### src/rtl/core/frcd_pkg.sv
// ----------------------------------------------------------------------------
// frcd_pkg
// Shared types, status codes and the CRC-8 step for the frame receiver.
// ----------------------------------------------------------------------------
`default_nettype none

package frcd_pkg;

  // header layout
  localparam logic [7:0] HDR_BYTES   = 8'd11;
  localparam logic [7:0] CRC_BYTES   = 8'd10;
  localparam logic [7:0] VERSION_ONE = 8'd1;
  localparam logic [7:0] CRC_POLY    = 8'h07;
  localparam int         CFG_W       = 6;
  localparam logic [CFG_W-1:0] CFG_RESET = 6'd32;

  // front to back queue
  localparam int QDEPTH = 4;
  localparam int QAW    = 2;

  // frame status codes
  localparam logic [2:0] ST_OK      = 3'd0;
  localparam logic [2:0] ST_SHORT   = 3'd1;
  localparam logic [2:0] ST_VERSION = 3'd2;
  localparam logic [2:0] ST_LONG    = 3'd3;
  localparam logic [2:0] ST_LENGTH  = 3'd4;
  localparam logic [2:0] ST_CRC     = 3'd5;
  localparam logic [2:0] ST_DUP     = 3'd6;

  // result kinds
  localparam logic KIND_PAYLOAD = 1'b0;
  localparam logic KIND_STATUS  = 1'b1;

  // one queued job: a payload byte, a frame end, or both
  typedef struct packed {
    logic        pay;
    logic        eof;
    logic [7:0]  pbyte;
    logic [2:0]  pre_status;
    logic [15:0] msg_id;
    logic [7:0]  src;
    logic [7:0]  dst;
    logic [7:0]  modc;
    logic [7:0]  mtype;
    logic [7:0]  opc;
    logic [7:0]  flags;
    logic [7:0]  plen;
  } job_t;

  // one result beat
  typedef struct packed {
    logic        kind;
    logic [7:0]  pbyte;
    logic [2:0]  status;
    logic [15:0] msg_id;
    logic [7:0]  src;
    logic [7:0]  dst;
    logic [7:0]  modc;
    logic [7:0]  mtype;
    logic [7:0]  opc;
    logic [7:0]  flags;
    logic [7:0]  plen;
    logic        last;
  } res_t;

  typedef enum logic [1:0] {
    BK_IDLE,
    BK_READ,
    BK_CMP,
    BK_STAT
  } back_state_t;

  // CRC-8, MSB first, one byte
  function automatic logic [7:0] crc8_byte(input logic [7:0] crc, input logic [7:0] b);
    logic [7:0] c;
    c = crc ^ b;
    for (int i = 0; i < 8; i++) begin
      if (c[7]) begin
        c = {c[6:0], 1'b0} ^ CRC_POLY;
      end else begin
        c = {c[6:0], 1'b0};
      end
    end
    return c;
  endfunction

endpackage

`default_nettype wire

### src/rtl/core/frcd_ram.sv
// ----------------------------------------------------------------------------
// frcd_ram
// Generic simple dual-port RAM: one write port, one registered read port.
// ----------------------------------------------------------------------------
`default_nettype none

module frcd_ram #(
  parameter int WIDTH = 8,
  parameter int DEPTH = 4,
  parameter int AW    = (DEPTH > 1) ? $clog2(DEPTH) : 1
) (
  input  wire logic             clk,
  input  wire logic             we,
  input  wire logic [AW-1:0]    waddr,
  input  wire logic [WIDTH-1:0] wdata,
  input  wire logic [AW-1:0]    raddr,
  output logic      [WIDTH-1:0] rdata
);

  logic [WIDTH-1:0] mem_r [DEPTH];

  // write, then registered read
  always_ff @(posedge clk) begin
    if (we) begin
      mem_r[waddr] <= wdata;
    end
    rdata <= mem_r[raddr];
  end

endmodule

`default_nettype wire

### src/rtl/core/frcd_front.sv
// ----------------------------------------------------------------------------
// frcd_front
// Byte intake: header capture, CRC-8, length tracking and the early checks.
// Emits one job per beat that yields a payload byte or ends a frame.
// ----------------------------------------------------------------------------
`default_nettype none

module frcd_front #(
  parameter int MAX_FRAME_BYTES = 200
) (
  input  wire logic              clk,
  input  wire logic              rst_n,
  input  wire logic              in_valid,
  output logic                   in_ready,
  input  wire logic [7:0]        in_byte,
  input  wire logic              in_eof,
  output logic                   push,
  output frcd_pkg::job_t         push_job,
  input  wire logic              q_full
);

  localparam logic [7:0] MAX_PLEN = 8'(MAX_FRAME_BYTES - 11);

  logic [7:0] cnt_r, cnt_nxt;
  logic       over_r, over_nxt;
  logic [7:0] crc_r, crc_nxt;
  logic [7:0] hdr_r   [11];
  logic [7:0] hdr_nxt [11];

  logic       accept;
  logic       in_hdr;
  logic [7:0] cnt_inc;
  logic       over_inc;
  logic [7:0] crc_upd;
  logic [2:0] pre;

  assign in_ready = !q_full;
  assign accept   = in_valid && in_ready;
  assign in_hdr   = cnt_r < frcd_pkg::HDR_BYTES;

  // header with the current beat written in
  always_comb begin
    for (int k = 0; k < 11; k++) begin
      hdr_nxt[k] = (in_hdr && cnt_r == 8'(k)) ? in_byte : hdr_r[k];
    end
  end

  // count, overflow and CRC as seen after this beat
  always_comb begin
    cnt_inc  = (cnt_r == 8'hFF) ? cnt_r : cnt_r + 8'd1;
    over_inc = over_r || (cnt_r == 8'hFF);
    crc_upd  = (cnt_r < frcd_pkg::CRC_BYTES) ? frcd_pkg::crc8_byte(crc_r, in_byte) : crc_r;
  end

  // early checks in priority order
  always_comb begin
    if (cnt_inc < frcd_pkg::HDR_BYTES) begin
      pre = frcd_pkg::ST_SHORT;
    end else if (hdr_nxt[0] != frcd_pkg::VERSION_ONE) begin
      pre = frcd_pkg::ST_VERSION;
    end else if (hdr_nxt[9] > MAX_PLEN) begin
      pre = frcd_pkg::ST_LONG;
    end else if (over_inc ||
                 {1'b0, cnt_inc} != ({1'b0, frcd_pkg::HDR_BYTES} + {1'b0, hdr_nxt[9]})) begin
      pre = frcd_pkg::ST_LENGTH;
    end else if (crc_upd != hdr_nxt[10]) begin
      pre = frcd_pkg::ST_CRC;
    end else begin
      pre = frcd_pkg::ST_OK;
    end
  end

  // build the job
  always_comb begin
    push_job.pay        = !in_hdr;
    push_job.eof        = in_eof;
    push_job.pbyte      = in_byte;
    push_job.pre_status = pre;
    push_job.msg_id     = {hdr_nxt[2], hdr_nxt[1]};
    push_job.src        = hdr_nxt[3];
    push_job.dst        = hdr_nxt[4];
    push_job.modc       = hdr_nxt[5];
    push_job.mtype      = hdr_nxt[6];
    push_job.opc        = hdr_nxt[7];
    push_job.flags      = hdr_nxt[8];
    push_job.plen       = hdr_nxt[9];
    push                = accept && (!in_hdr || in_eof);
  end

  // frame tracking, restart at frame end
  always_comb begin
    cnt_nxt  = cnt_r;
    over_nxt = over_r;
    crc_nxt  = crc_r;
    if (accept) begin
      if (in_eof) begin
        cnt_nxt  = 8'd0;
        over_nxt = 1'b0;
        crc_nxt  = 8'd0;
      end else begin
        cnt_nxt  = cnt_inc;
        over_nxt = over_inc;
        crc_nxt  = crc_upd;
      end
    end
  end

  always_ff @(posedge clk) begin
    if (!rst_n) begin
      cnt_r  <= 8'd0;
      over_r <= 1'b0;
      crc_r  <= 8'd0;
    end else begin
      cnt_r  <= cnt_nxt;
      over_r <= over_nxt;
      crc_r  <= crc_nxt;
    end
  end

  // header bytes hold until the next frame overwrites them
  always_ff @(posedge clk) begin
    if (accept) begin
      for (int k = 0; k < 11; k++) begin
        hdr_r[k] <= hdr_nxt[k];
      end
    end
  end

endmodule

`default_nettype wire

### src/rtl/core/frcd_queue.sv
// ----------------------------------------------------------------------------
// frcd_queue
// Short job queue between intake and the dedup back end.
// ----------------------------------------------------------------------------
`default_nettype none

module frcd_queue (
  input  wire logic           clk,
  input  wire logic           rst_n,
  input  wire logic           push,
  input  wire frcd_pkg::job_t push_job,
  output logic                full,
  input  wire logic           pop,
  output frcd_pkg::job_t      head,
  output logic                q_valid
);

  frcd_pkg::job_t                 mem_r [frcd_pkg::QDEPTH];
  logic [frcd_pkg::QAW-1:0]       wr_r, wr_nxt;
  logic [frcd_pkg::QAW-1:0]       rd_r, rd_nxt;
  logic [frcd_pkg::QAW:0]         cnt_r, cnt_nxt;

  assign full    = cnt_r == (frcd_pkg::QAW + 1)'(frcd_pkg::QDEPTH);
  assign q_valid = cnt_r != '0;
  assign head    = mem_r[rd_r];

  // advance pointers and count
  always_comb begin
    wr_nxt  = push ? wr_r + 1'b1 : wr_r;
    rd_nxt  = pop  ? rd_r + 1'b1 : rd_r;
    cnt_nxt = cnt_r;
    if (push && !pop) begin
      cnt_nxt = cnt_r + 1'b1;
    end else if (pop && !push) begin
      cnt_nxt = cnt_r - 1'b1;
    end
  end

  always_ff @(posedge clk) begin
    if (!rst_n) begin
      wr_r  <= '0;
      rd_r  <= '0;
      cnt_r <= '0;
    end else begin
      wr_r  <= wr_nxt;
      rd_r  <= rd_nxt;
      cnt_r <= cnt_nxt;
    end
  end

  always_ff @(posedge clk) begin
    if (push) begin
      mem_r[wr_r] <= push_job;
    end
  end

endmodule

`default_nettype wire

### src/rtl/core/frcd_back.sv
// ----------------------------------------------------------------------------
// frcd_back
// Result side: payload forwarding, duplicate search over the key ring,
// key recording and the output register.
// ----------------------------------------------------------------------------
`default_nettype none

module frcd_back #(
  parameter int DEDUP_DEPTH = 32
) (
  input  wire logic                        clk,
  input  wire logic                        rst_n,
  input  wire logic                        cfg_wen,
  input  wire logic [frcd_pkg::CFG_W-1:0]  cfg_wdata,
  input  wire frcd_pkg::job_t              head,
  input  wire logic                        q_valid,
  output logic                             pop,
  output logic                             out_valid,
  input  wire logic                        out_ready,
  output frcd_pkg::res_t                   out_res
);

  localparam int AW     = (DEDUP_DEPTH > 1) ? $clog2(DEDUP_DEPTH) : 1;
  localparam int FILL_W = $clog2(DEDUP_DEPTH + 1);
  localparam int SUM_W  = FILL_W + 1;
  localparam int CW     = (FILL_W > frcd_pkg::CFG_W) ? FILL_W : frcd_pkg::CFG_W;

  frcd_pkg::back_state_t state_r, state_nxt;
  frcd_pkg::job_t        job_r, job_nxt;
  frcd_pkg::res_t        out_r, out_nxt;
  logic                  out_valid_r, out_valid_nxt;
  logic [AW-1:0]         ptr_r, ptr_nxt;
  logic [FILL_W-1:0]     scnt_r, scnt_nxt;
  logic                  dup_r, dup_nxt;
  logic [FILL_W-1:0]     fill_r, fill_nxt;
  logic [AW-1:0]         oldest_r, oldest_nxt;
  logic [frcd_pkg::CFG_W-1:0] cfg_r;

  logic          out_free;
  logic [23:0]   key;
  logic [23:0]   rdata;
  logic          hit;
  logic          scan_done;
  logic [2:0]    fin_status;
  logic          ram_we;
  logic [AW-1:0] waddr;
  logic [CW-1:0] lim;
  logic          evict;
  logic [AW-1:0]     o1;
  logic [FILL_W-1:0] f1;
  logic [SUM_W-1:0]  wsum;
  logic [SUM_W-1:0]  wpos;

  assign out_free  = !out_valid_r || out_ready;
  assign key       = {job_r.src, job_r.msg_id};
  assign hit       = rdata == key;
  assign scan_done = (scnt_r + 1'b1) == fill_r;
  assign out_valid = out_valid_r;
  assign out_res   = out_r;

  function automatic logic [AW-1:0] ring_inc(input logic [AW-1:0] p);
    logic [AW:0] s;
    s = {1'b0, p} + 1'b1;
    return (s == (AW + 1)'(DEDUP_DEPTH)) ? '0 : s[AW-1:0];
  endfunction

  // key ring storage
  frcd_ram #(
    .WIDTH (24),
    .DEPTH (DEDUP_DEPTH),
    .AW    (AW)
  ) u_ring (
    .clk   (clk),
    .we    (ram_we),
    .waddr (waddr),
    .wdata (key),
    .raddr (ptr_r),
    .rdata (rdata)
  );

  // effective ring size: zero acts as one, capped at the depth
  always_comb begin
    if (cfg_r == '0) begin
      lim = CW'(1);
    end else if (CW'(cfg_r) > CW'(DEDUP_DEPTH)) begin
      lim = CW'(DEDUP_DEPTH);
    end else begin
      lim = CW'(cfg_r);
    end
  end

  // slot for a new key, dropping the oldest one when full
  always_comb begin
    evict = (CW'(fill_r) >= lim) && (fill_r != '0);
    o1    = evict ? ring_inc(oldest_r) : oldest_r;
    f1    = evict ? fill_r - 1'b1 : fill_r;
    wsum  = SUM_W'(o1) + SUM_W'(f1);
    wpos  = (wsum >= SUM_W'(DEDUP_DEPTH)) ? wsum - SUM_W'(DEDUP_DEPTH) : wsum;
    waddr = wpos[AW-1:0];
  end

  assign fin_status = (job_r.pre_status != frcd_pkg::ST_OK) ? job_r.pre_status :
                      (dup_r ? frcd_pkg::ST_DUP : frcd_pkg::ST_OK);

  // next state
  always_comb begin
    state_nxt = state_r;
    case (state_r)
      frcd_pkg::BK_IDLE: begin
        if (q_valid && out_free && head.eof) begin
          if (head.pre_status == frcd_pkg::ST_OK && fill_r != '0) begin
            state_nxt = frcd_pkg::BK_READ;
          end else begin
            state_nxt = frcd_pkg::BK_STAT;
          end
        end
      end
      frcd_pkg::BK_READ: begin
        state_nxt = frcd_pkg::BK_CMP;
      end
      frcd_pkg::BK_CMP: begin
        if (hit || scan_done) begin
          state_nxt = frcd_pkg::BK_STAT;
        end else begin
          state_nxt = frcd_pkg::BK_READ;
        end
      end
      frcd_pkg::BK_STAT: begin
        if (out_free) begin
          state_nxt = frcd_pkg::BK_IDLE;
        end
      end
      default: begin
        state_nxt = frcd_pkg::BK_IDLE;
      end
    endcase
  end

  // datapath controls
  always_comb begin
    pop           = 1'b0;
    job_nxt       = job_r;
    ptr_nxt       = ptr_r;
    scnt_nxt      = scnt_r;
    dup_nxt       = dup_r;
    fill_nxt      = fill_r;
    oldest_nxt    = oldest_r;
    ram_we        = 1'b0;
    out_nxt       = out_r;
    out_valid_nxt = out_valid_r && !out_ready;
    case (state_r)
      frcd_pkg::BK_IDLE: begin
        if (q_valid && out_free) begin
          pop      = 1'b1;
          job_nxt  = head;
          ptr_nxt  = oldest_r;
          scnt_nxt = '0;
          dup_nxt  = 1'b0;
          if (head.pay) begin
            out_nxt       = '0;
            out_nxt.kind  = frcd_pkg::KIND_PAYLOAD;
            out_nxt.pbyte = head.pbyte;
            out_nxt.last  = !head.eof;
            out_valid_nxt = 1'b1;
          end
        end
      end
      frcd_pkg::BK_READ: begin
      end
      frcd_pkg::BK_CMP: begin
        if (hit) begin
          dup_nxt = 1'b1;
        end else if (!scan_done) begin
          ptr_nxt  = ring_inc(ptr_r);
          scnt_nxt = scnt_r + 1'b1;
        end
      end
      frcd_pkg::BK_STAT: begin
        if (out_free) begin
          out_nxt        = '0;
          out_nxt.kind   = frcd_pkg::KIND_STATUS;
          out_nxt.status = fin_status;
          out_nxt.last   = 1'b1;
          if (fin_status != frcd_pkg::ST_SHORT) begin
            out_nxt.msg_id = job_r.msg_id;
            out_nxt.src    = job_r.src;
            out_nxt.dst    = job_r.dst;
            out_nxt.modc   = job_r.modc;
            out_nxt.mtype  = job_r.mtype;
            out_nxt.opc    = job_r.opc;
            out_nxt.flags  = job_r.flags;
            out_nxt.plen   = job_r.plen;
          end
          out_valid_nxt = 1'b1;
          // record a fresh key
          if (fin_status == frcd_pkg::ST_OK) begin
            ram_we     = 1'b1;
            oldest_nxt = o1;
            fill_nxt   = f1 + 1'b1;
          end
        end
      end
      default: begin
      end
    endcase
  end

  always_ff @(posedge clk) begin
    if (!rst_n) begin
      state_r     <= frcd_pkg::BK_IDLE;
      out_valid_r <= 1'b0;
      fill_r      <= '0;
      oldest_r    <= '0;
      cfg_r       <= frcd_pkg::CFG_RESET;
    end else begin
      state_r     <= state_nxt;
      out_valid_r <= out_valid_nxt;
      fill_r      <= fill_nxt;
      oldest_r    <= oldest_nxt;
      if (cfg_wen) begin
        cfg_r <= cfg_wdata;
      end
    end
  end

  // payload registers
  always_ff @(posedge clk) begin
    job_r  <= job_nxt;
    ptr_r  <= ptr_nxt;
    scnt_r <= scnt_nxt;
    dup_r  <= dup_nxt;
    out_r  <= out_nxt;
  end

endmodule

`default_nettype wire

### src/rtl/core/frame_receiver_crc8_dedup_top.sv
// Path: a payload byte passes through the job queue and the output register to out_tvalid.
// Throughput: one byte per cycle through the header and payload while the queue is not full;
// a frame end reads and compares each stored key in turn; four queued jobs stall input.
// Reset: rst_n synchronous, active low; clears frame counters, empties the key
// ring (fill count to zero, no clearing pass) and sets dedup_entries to 32.
// ----------------------------------------------------------------------------
// frame_receiver_crc8_dedup_top
// Frame receiver with header CRC-8 check and duplicate key filter.
// ----------------------------------------------------------------------------
`default_nettype none

module frame_receiver_crc8_dedup_top #(
  parameter int DEDUP_DEPTH     = 32,
  parameter int MAX_FRAME_BYTES = 200
) (
  input  wire logic        clk,
  input  wire logic        rst_n,
  input  wire logic        cfg_wen,
  input  wire logic [5:0]  cfg_wdata,   // dedup_entries
  input  wire logic        in_tvalid,
  output logic             in_tready,
  input  wire logic [7:0]  in_tdata,    // rx_byte [7:0]
  input  wire logic        in_tlast,    // end_of_frame
  output logic             out_tvalid,
  input  wire logic        out_tready,
  // payload_byte [7:0], status [10:8], message_id [26:11], source_id [34:27],
  // dest_id [42:35], module_code [50:43], message_type [58:51], op_code [66:59],
  // flag_bits [74:67], payload_length [82:75], zero [87:83]
  output logic [87:0]      out_tdata,
  output logic             out_tuser,   // kind
  output logic             out_tlast    // last_result
);

  logic           push;
  frcd_pkg::job_t push_job;
  logic           q_full;
  logic           pop;
  frcd_pkg::job_t head;
  logic           q_valid;
  frcd_pkg::res_t res;

  frcd_front #(
    .MAX_FRAME_BYTES (MAX_FRAME_BYTES)
  ) u_front (
    .clk      (clk),
    .rst_n    (rst_n),
    .in_valid (in_tvalid),
    .in_ready (in_tready),
    .in_byte  (in_tdata),
    .in_eof   (in_tlast),
    .push     (push),
    .push_job (push_job),
    .q_full   (q_full)
  );

  frcd_queue u_queue (
    .clk      (clk),
    .rst_n    (rst_n),
    .push     (push),
    .push_job (push_job),
    .full     (q_full),
    .pop      (pop),
    .head     (head),
    .q_valid  (q_valid)
  );

  frcd_back #(
    .DEDUP_DEPTH (DEDUP_DEPTH)
  ) u_back (
    .clk       (clk),
    .rst_n     (rst_n),
    .cfg_wen   (cfg_wen),
    .cfg_wdata (cfg_wdata),
    .head      (head),
    .q_valid   (q_valid),
    .pop       (pop),
    .out_valid (out_tvalid),
    .out_ready (out_tready),
    .out_res   (res)
  );

  // pack the result beat
  assign out_tdata = {5'b0, res.plen, res.flags, res.opc, res.mtype, res.modc,
                      res.dst, res.src, res.msg_id, res.status, res.pbyte};
  assign out_tuser = res.kind;
  assign out_tlast = res.last;

endmodule

`default_nettype wire

### config.mk
export PLATFORM = sky130hd
export DESIGN_NAME = frame_receiver_crc8_dedup_top
export DESIGN_NICKNAME = d
export VERILOG_FILES = /design/src/rtl/core/frcd_pkg.sv /design/src/rtl/core/frcd_ram.sv /design/src/rtl/core/frcd_front.sv /design/src/rtl/core/frcd_queue.sv /design/src/rtl/core/frcd_back.sv /design/src/rtl/core/frame_receiver_crc8_dedup_top.sv
export SDC_FILE = /design/constraint.sdc
export NUM_CORES = 1
export LEC_CHECK = 0
export ABC_CLOCK_PERIOD_IN_PS = 7000
export CAP_MARGIN = 10
export CORE_MARGIN = 3
export CORE_UTILIZATION = 50
export DETAILED_ROUTE_END_ITERATION = 6
export DONT_BUFFER_PORTS = 1
export PLACE_DENSITY = 0.75
export SYNTH_ARGS = -nofsm -noshare
export SYNTH_HDL_FRONTEND = slang
export SYNTH_HIERARCHICAL = 1
export SYNTH_SLANG_ARGS = --single-unit
### constraint.sdc
create_clock -name clk -period 7 [get_ports clk]
set_clock_uncertainty 0.1 [all_clocks]
set_input_delay 1.4 -clock clk [delete_from_list [all_inputs] [get_ports clk]]
set_output_delay 1.4 -clock clk [all_outputs]
set_load 0.01 [all_outputs]
# Word level (Yosys, flattened, before mapping)
# Memories as Yosys holds them, arrays and structs flattened. A register that Yosys moved wholly into a read port is not among the register bits.
# Cells that the tools add are included.
# totals
ramBits	1196
mem_count	3
in_bits	20
register_bits	216
# op_classes
order_cmp	7
add_sub_neg	13
muxes	78
eq_ne	30
n_bitwise	9
n_reduce_logical	49
# mem_list
memory	words	width	rd	rd_clocked_by_memory_dff	write_ports	line_no	source
u_back.u_ring.mem_r	32	24	1	1	1	frcd_ram.sv:20	logic [WIDTH-1:0] mem_r [DEPTH];
u_queue.mem_r	4	85	1	1	1	frcd_queue.sv:18	frcd_pkg::job_t mem_r [frcd_pkg::QDEPTH];
u_front.hdr_r	11	8	11	0	11	frcd_front.sv:27	logic [7:0] hdr_r [11];
# op_table
operator	count
2-to-1 mux 85 bit	3
case mux 85 bit (2 select lines)	1
2-to-1 mux 8 bit	15
2-to-1 mux 72 bit	1
2-to-1 mux 3 bit	17
2-to-1 mux 6 bit	6
2-to-1 mux 5 bit	7
equality test 8 x 3 -> 1 bit, second input constant	4
equality test 24 bit	1
equality test 8 x 4 -> 1 bit, second input constant	3
less-than comparator 8 x 4 -> 1 bit, second input constant	3
NOT 3 bit	8
logical AND 1 bit	20
2-to-1 mux 1 bit	17
equality test 8 x 2 -> 1 bit, second input constant	2
adder 5 x 1 -> 6 bit, second input constant	2
adder 6 x 1 -> 6 bit, second input constant	2
equality test 6 bit, second input constant	2
2-to-1 mux 2 bit	6
case mux 6 bit (2 select lines)	1
inequality test 2 x 1 -> 1 bit, second input constant	5
case mux 5 bit (2 select lines)	1
adder 4 x 8 -> 9 bit, first input constant	1
inequality test 8 x 9 -> 1 bit	1
36 further kinds	57

# Logic depth before layout (Yosys ltp)
# Gate-level depths: netlist of the first run.
# depth
word_depth	24
depth_mapped	20
ltp_nobuf	20

# Modules after synthesis
# Netlist of the first run, hierarchy kept.
# by_module_without_submodules
module	cells_each	seq_area_each_um2	instances	area_per_inst_um2
frcd_ram	1711	23542.6	1	30483.0
frcd_queue	487	10390.0	1	12766.0
frcd_back	547	5565.3	1	7930.1
frcd_front	586	2982.9	1	6432.4
frame_receiver_crc8_dedup_top	6	0.0	1	41.3

# Worst setup path before layout of the first run
# Ideal clock, no wire load.
# synth_path
path_kind	in2reg
start	input in_tvalid
end	register u_front.crc_r[1]
setup_time_ps	121
t_arrival_ps	5074
slack_ps	1704
path_stages	6
path_cell_list	nand2_1 > inv_1 > clkbuf_1 > o21ai_0 > a32oi_1 > nor2b_1
# synth_via
elab_chain_cells	1
# synth_lines
item	line_no	source
start: declaration	frame_receiver_crc8_dedup_top.sv:20	input wire logic in_tvalid,
logical AND 1 bit	frcd_front.sv:38	assign accept = in_valid && in_ready;
net u_front.accept	frcd_front.sv:30	logic accept;
end signal: assignment	frcd_front.sv:116	crc_r <= crc_nxt;
end: declaration	frcd_front.sv:26	logic [7:0] crc_r, crc_nxt;
# The timed path passes the listed nets, and every way through them passes these cells.
# A chain may end at the register's enable or synchronous reset.

# Worst setup path in the final report of the first run
# layout_path
start	register u_back/cfg_r[1] (netlist name)
end	memory u_back.u_ring.mem_r[76][20], in the netlist u_back/u_ring/mem_r[19][20] (enable)
# layout_via
elab_chain_cells	9
elab_cells_between_ends	12
classes_between	2 x add/sub; 3 x order compare; 5 x mux; 2 x reduce/logical
# layout_lines
item	line_no	source
start: declaration	frcd_back.sv:37	logic [frcd_pkg::CFG_W-1:0] cfg_r;
start signal: assignment	frcd_back.sv:214	cfg_r <= frcd_pkg::CFG_RESET;
start signal: assignment	frcd_back.sv:221	cfg_r <= cfg_wdata;
> comparator 6 bit	frcd_back.sv:85	end else if (CW'(cfg_r) > CW'(DEDUP_DEPTH)) begin
2-to-1 mux 6 bit	frcd_back.sv:85	
2-to-1 mux 6 bit *	frcd_back.sv:83	if (cfg_r == '0) begin
>= comparator 6 bit *	frcd_back.sv:94	evict = (CW'(fill_r) >= lim) && (fill_r != '0);
logical AND 1 bit *	frcd_back.sv:94	
2-to-1 mux 5 bit / 2-to-1 mux 6 bit (equally long branches)	frcd_back.sv:95, frcd_back.sv:96	
adder 5 x 6 -> 7 bit *	frcd_back.sv:97	wsum = SUM_W'(o1) + SUM_W'(f1);
>= comparator 7 x 6 -> 1 bit / subtractor 5 x 1 -> 5 bit (equally long branches)	frcd_back.sv:98	wpos = (wsum >= SUM_W'(DEDUP_DEPTH)) ? wsum - SUM_W'(DEDUP_DEPTH) : wsum;
2-to-1 mux 5 bit *	frcd_back.sv:98	
net u_back.wpos[4]	frcd_back.sv:52	logic [SUM_W-1:0] wpos;
end: declaration	frcd_ram.sv:20	
# Mark *: on every way through the listed nets, which the timed path passes. The rest lies on a longest branch.

==> metrics.txt, run 1 <==
run status=finished, final reports clean; insertion delay to the later sink of the worst-skew pair=760 ps; Nets=3,367; antenna violations before repair=1; WS Path Type=reg -> reg; met2 usage in global routing=31.7%; clock slew at reported path FFs=60 ps; Yosys cell types=87; Pleak=21.4 nW; I/O Buffers=0; total power draw=24.8 mW; largest net degree at the start of global routing=126; CP Max Fanout=24; CTS Buf Count=145; GRT busiest layer=met2; pre-CTS WS=1490 ps; final worst setup slack=1680 ps; post-synthesis adder-cell area fraction=0.721%; Area Overhead vs Synth=10.0%; first-pass GRT wire length=180,000 um; Synth Flop Type=edfxtp_1; Sequential Power Share=46.0%; Post CTS Setup Buffer Count=0; placed cell count=4,663; Worst slew margin=11.7%; required time of the critical path=7290 ps; final core utilization=55.9%; Gate Count Post-Synth=3,337; Initial Util=50.8%; # setup viols final=0; Fill cells=8,398; Max Root-Sink Buffers=3; layout cell share with drive strength beyond 1=14.4%; synthesized cell area=57,700 um2; ys async rst share=0%; htree depth=4; most area-consuming cells after synthesis=edfxtp_1 (71%), mux2i_1 (7.0%), mux4_2 (3.3%); fin. max-slew vios=0; xor/xnor cell area share of the yosys netlist=1.80%; Max Cap Violations=0; Sw Ratio=30.2%; DRC=0; top-area cell type share of the netlist area=71.3%; number of flops mapped to enable cells by yosys=1,368; final hold viol count=0; clk root buf=clkbuf_16; Worst-Margin Slew=1320 ps; mux share of post-synthesis cell area=11.4%; RSZ-0062 raised after global routing=false; total congestion overflow=0; Yosys Warn Count=6; number of synthesized register bits=1,438; sequential fraction of the synthesis area=73.7%; gr usage total=19.6%; height of the die=346 um; power share of the combinational group=23.4%; CTS sink cnt=1,438; Sum Neg Setup Slack=0 ps; critical path startpoint category=flip-flop; initial DRC count=2,924; via count of the routed design=28,800; Routed WL per cell=23.9 um; Pwr Density=390 nW/um2; CTS tree=yes; Avg Inst Size Synth=17.3 um2; cts repair resizes=0; post-synthesis compound-gate area fraction=4.22%; hold crit path type=reg -> reg; remaining antenna violation count=0; Final Cell Area=63,400 um2; Chip Width=346 um; die footprint=119,000 um2; largest family of logic cells by synthesized area=multiplexers; vias in the first global route=28,900; Clk pwr share=30.6%; Via density=5.84; Rows=123; NetSw=7.47 mW; Post-Layout Cell Count=4,936; Simple-Gate Fraction of Synth Area=5.06%; peak supply drop=340 uV; FMAX=188 MHz; fin crit period=5320 ps; CORE AREA=113,000 um2; total wire length=118,000 um; M3 GR Usage=3.96%; critical path endpoint category=flip-flop; Fin Hold WS=402 ps; DP Wirelength=69,300 um; cts hold-fix bufs=0; Worst Path Arrival=5610 ps; Yosys top cell by area=edfxtp_1; I/O pin count=112; met1 usage=27.1%; DP Area=58,600 um2; Internal=17.3 mW; global placement routability congestion=0.828; final worst path period share=76.0%; 1st-pass router iterations=6
[layout by cell type (no fill, tap or decap), types with 28 or more instances in the layout]
master,instances
nor3_1,38
nand3_1,98
mux4_2,85
a21oi_1,102
edfxtp_1,1368
clkbuf_16,146
nor2_2,33
dfxtp_1,68
nand2_1,152
nor2_1,54
buf_4,70
ha_1,30
clkbuf_1,32
and2_1,86
xnor2_1,51
xor2_1,33
a22o_1,48
inv_1,34
mux2i_1,406
a22oi_1,77
o21ai_0,59
mux2_2,47
nor2b_1,28
[synth_stat cells (48+ instances only)]
library cell	instances
xnor2_1	51
nor2_1	87
a22o_1	48
edfxtp_1	1368
nand2_1	152
a22oi_1	77
a21oi_1	103
clkbuf_1	70
mux2i_1	406
and2_1	92
o21ai_0	59
dfxtp_1	70
buf_4	102
mux4_2	85
nand3_1	98
[power groups by stage]
stage               clock [mW]  combinational, mW  sequential [mW]
global placement             0               5.68             11.6
finish                    7.58               5.79             11.4
global route              8.09               6.22             11.5
floorplan                    0               4.08             11.7
detailed placement           0               5.77             11.6
CTS                       7.73               5.81             11.4
[layout make-up]
cell class / count / area, um2 / share of cell area (%)
Sequential cell: 1438 / 42500 / 67.0
Multi-Input combinational cell: 1616 / 13500 / 21.3
Clock buffer: 181 / 3810 / 6.01
Tap cell: 1500 / 1880 / 2.96
Clock inverter: 86 / 951 / 1.50
Timing Repair Buffer: 78 / 661 / 1.04
Inverter: 36 / 138 / 0.217
Antenna cell: 1 / 2.50 / 0.00394
[final timing paths]
path	start	to	slack, ps	cells past startpoint
min	u_front/over_r	u_front/over_r	400	2
max	u_back/cfg_r[1]	u_back/u_ring/mem_r[19][20]	1680	20
max reg2reg	u_back/cfg_r[1]	u_back/u_ring/mem_r[19][20]	1680	20
min reg2reg	u_front/over_r	u_front/over_r	400	2
[sequential cells by signal, indices dropped and copies added (netlist names), named ones only]
name	count
u_back/oldest_r	5
u_back/out_valid	1
u_back/scnt_r	6
u_back/state_r	2
u_front/over_r	1
u_front/cnt_r	8
u_back/out_res	85
u_queue/cnt_r	3
u_queue/mem_r	340
u_queue/wr_r	2
u_back/dup_r	1
u_queue/rd_r	2
u_back/job_r	75
u_back/fill_r	6
u_back/cfg_r	6
u_front/crc_r	8
u_front/hdr_r	88
u_back/u_ring/mem_r	768
u_back/ptr_r	5
u_back/u_ring/rdata	24
[cells by family after synthesis]
group | after synthesis
flops | 1438
simple gates | 573
mux | 541
compound gates | 368
buf+inv | 287
xor+xnor | 97
fa+ha+maj | 32
other cells | 1
[per-layer routing]
layer  part of all wire (%)  routed length (um)  vias up
met3                    7.5                8870      199
met2                     49               57900     1126
met5                      0                   0        -
li1                       -                   -    12800
met1                     41               48400    14700
met4                    2.5                2920        0
[worst max-delay path, stage by stage (launching register included)]
cell and delay, ps:
dfxtp_1 320, nor4_1 280, nor2_1 60, nor2_1 120, ha_1 130, nand2b_1 110, a21oi_2 70, o21ba_2 230
nor2_1 410, xnor2_1 230, ha_1 220, inv_1 60, fa_1 400, inv_1 70, a21o_1 100, a21oi_1 70
xnor2_1 140, xnor2_1 720, or3b_2 590, nor2_2 130, buf_4 370
(Power assumes the default switching activity.)
==> run 2: changes to the inputs <==
--- a/config.mk
+++ b/config.mk
@@ -5,13 +5,13 @@
 export SDC_FILE = /design/constraint.sdc
 export NUM_CORES = 1
 export LEC_CHECK = 0
-export ABC_CLOCK_PERIOD_IN_PS = 7000
+export ABC_CLOCK_PERIOD_IN_PS = 4250
 export CAP_MARGIN = 10
 export CORE_MARGIN = 3
 export CORE_UTILIZATION = 50
 export DETAILED_ROUTE_END_ITERATION = 6
 export DONT_BUFFER_PORTS = 1
-export PLACE_DENSITY = 0.75
+export PLACE_DENSITY = 0.78
 export SYNTH_ARGS = -nofsm -noshare
 export SYNTH_HDL_FRONTEND = slang
 export SYNTH_HIERARCHICAL = 1
==> constraint.sdc (replaced) <==
create_clock -name clk -period 4.25 [get_ports clk]
set_clock_uncertainty 0.1 [all_clocks]
set_input_delay 0.85 -clock clk [delete_from_list [all_inputs] [get_ports clk]]
set_output_delay 0.85 -clock clk [all_outputs]
set_load 0.01 [all_outputs]
==> run 2 against run 1 <==
  * Non-clock buffer count grew 118
  * Hold slack lost 310 ps
  * Combinational power grew 83%
  * Critical endpoint is now u_back/u_ring/mem_r[11][9]
  * First-iteration DRC count grew 31%
  * Sequential share of layout area shrank 1.5 points
  * Die area is the same
  * Via count grew 5.3%
  * Worst setup slack lost 1900 ps
  * Sequential power grew 66%
  * The run now ends with negative setup slack left
==> metrics.txt, run 2 (synthesis results as in run 1) <==
Area Overhead vs Synth=12.6% (was 10.0%); failing checks=negative setup slack; FMAX=225 MHz (was 188 MHz); insertion delay to the later sink of the worst-skew pair=750 ps (was 760 ps); die footprint=119,000 um2 (unchanged); CTS sink cnt=1,438 (unchanged); vias in the first global route=29,800 (was 28,900); final worst setup slack=-196 ps (was 1680 ps); Internal=28.0 mW (was 17.3 mW); Top Registers=u_back/u_ring/mem_r: 768 flops, u_queue/mem_r: 340 flops, u_front/hdr_r: 88 flops (unchanged); Pleak=22.0 nW (was 21.4 nW); final worst path period share=105% (was 76.0%); peak supply drop=522 uV (was 340 uV); Sequential Power Share=46.0% (about the same); Routed WL per cell=26.5 um (was 23.9 um); height of the die=346 um (unchanged); most frequent cells in the layout=edfxtp_1 (1,368), mux2i_1 (406), nand2_1 (151) (was edfxtp_1 (1,368), mux2i_1 (406), nand2_1 (152)); Rows=123 (unchanged); Max Root-Sink Buffers=3 (unchanged); total congestion overflow=0 (unchanged); NetSw=13.1 mW (was 7.47 mW); htree depth=4 (unchanged); Sw Ratio=31.9% (was 30.2%); hold crit path type=in -> reg (was reg -> reg); initial DRC count=3,821 (was 2,924); total wire length=133,000 um (was 118,000 um); critical path endpoint category=flip-flop (unchanged); CTS Buf Count=138 (was 145); remaining antenna violation count=0 (unchanged); total power draw=41.1 mW (was 24.8 mW); Fin Hold WS=96.7 ps (was 402 ps); final hold viol count=0 (unchanged); commonest non-fill, non-tap cell in the layout=edfxtp_1 (unchanged); Initial Util=50.8% (unchanged); CTS tree=yes (unchanged); Clk pwr share=28.3% (was 30.6%); WS Path Type=reg -> reg (unchanged); global placement routability congestion=0.885 (was 0.828); gr usage total=21.8% (was 19.6%); RSZ-0062 raised after global routing=true (was false); max reg flops=768 (unchanged); Via density=6.02 (was 5.84); run status=finished, violations left (was finished, final reports clean); I/O Buffers=0 (unchanged); DRC=0 (unchanged); Pwr Density=633 nW/um2 (was 390 nW/um2); 1st-pass router iterations=6 (unchanged); register name with the most flops=u_back/u_ring/mem_r (unchanged); antenna violations before repair=5 (was 1); I/O pin count=112 (unchanged); first-pass GRT wire length=195,000 um (was 180,000 um); final core utilization=57.2% (was 55.9%); power share of the combinational group=25.8% (was 23.4%); cts hold-fix bufs=0 (unchanged); fin. max-slew vios=0 (unchanged); Worst-Margin Slew=1250 ps (was 1320 ps); Worst slew margin=16.3% (was 11.7%); CP Max Fanout=13 (was 24); critical path startpoint category=flip-flop (unchanged); via count of the routed design=30,300 (was 28,800); Nets=3,478 (was 3,367); Max Cap Violations=0 (unchanged); CORE AREA=113,000 um2 (unchanged); # setup viols final=306 (was 0); layout cell share with drive strength beyond 1=17.0% (was 14.4%); Worst Path Arrival=4800 ps (was 5610 ps); fin crit period=4450 ps (was 5320 ps); largest net degree at the start of global routing=97 (was 126); clock slew at reported path FFs=60 ps (about the same); Chip Width=346 um (unchanged); required time of the critical path=4610 ps (was 7290 ps); clk root buf=clkbuf_16 (unchanged); DP Wirelength=79,100 um (was 69,300 um); Fill cells=7,980 (was 8,398)
-- run 2: layout make-up --
class	instances	area, um2	area share [%]
inverters	36	138	0.212
multi-input cells	1616	13700	21.2
diodes	1	2.50	0.00385
clock inverters	73	604	0.931
well taps	1500	1880	2.89
flip-flops and latches	1438	42500	65.5
repair buffers	196	2400	3.70
clock buffers	177	3660	5.64
-- run 2: path summary, 6_finish.rpt --
| check | startpoint | to | slack, ps | cells after the start |
|---|---|---|---|---|
| setup reg to reg | u_back/cfg_r[4] | u_back/u_ring/mem_r[11][9] | -200 | 22 |
| hold reg to reg | u_front/over_r | u_front/over_r | 410 | 2 |
| hold / removal | in_tdata[1] | u_queue/mem_r[0][76] | 100 | 0 |
| setup / recovery | u_back/cfg_r[4] | u_back/u_ring/mem_r[11][9] | -200 | 22 |
-- run 2: metal layers --
metal / wire length, um / vias to the layer above / track usage (%)
met1: 52000 / 15300 / 30.0
met2: 62300 / 1731 / 33.8
li1: - / 13000 / -
met5: 21 / - / 0
met3: 13200 / 274 / 4.82
met4: 5810 / 4 / 9.47
-- run 2: timing repair --
action / 4_1_cts / 5_1_grt
buffers inserted: 13 / 4
gates cloned: 5 / 11
endpoints found under the setup margin: 747 / 768
pin swaps: 10 / 5
gates resized for setup: 30 / 24
-- run 2: critical path, cell delays in order, from the launching register on --
cell,delay (ps)
dfxtp_2,330
nor4_4,250
nor2_1,60
nor2_1,90
ha_1,230
nand2b_4,150
a21oi_4,140
o21bai_2,110
buf_4,160
a21oi_1,250
a21oi_4,80
fa_2,400
inv_2,60
a21o_1,120
a21oi_2,70
xnor2_2,150
xnor2_2,200
buf_4,180
or3b_4,410
buf_12,150
buf_6,110
nor2_4,170
buf_12,180
-- run 2: power groups by stage --
stage / clock (mW) / sequential [mW] / combinational [mW]
3_5_place_dp: 0 / 19.2 / 10.3
6_report: 11.6 / 18.9 / 10.6
3_3_place_gp: 0 / 19.2 / 10.1
2_1_floorplan: 0 / 19.2 / 6.71
5_1_grt: 12.3 / 19.0 / 11.1
4_1_cts: 11.7 / 18.9 / 10.4
-- run 2: per-stage QoR --
stage	setup slack (ps)	setup TNS (ps)	cells	area [um2]
2_1_floorplan	-415	-106180	3341	57800
3_3_place_gp	-235	-80620	4754	59900
3_5_place_dp	-261	-93260	4754	59900
4_1_cts	-98.0	-6280	5022	64600
5_1_grt	-360	-131080	5036	64900
6_report	-196	-31820	5037	64900
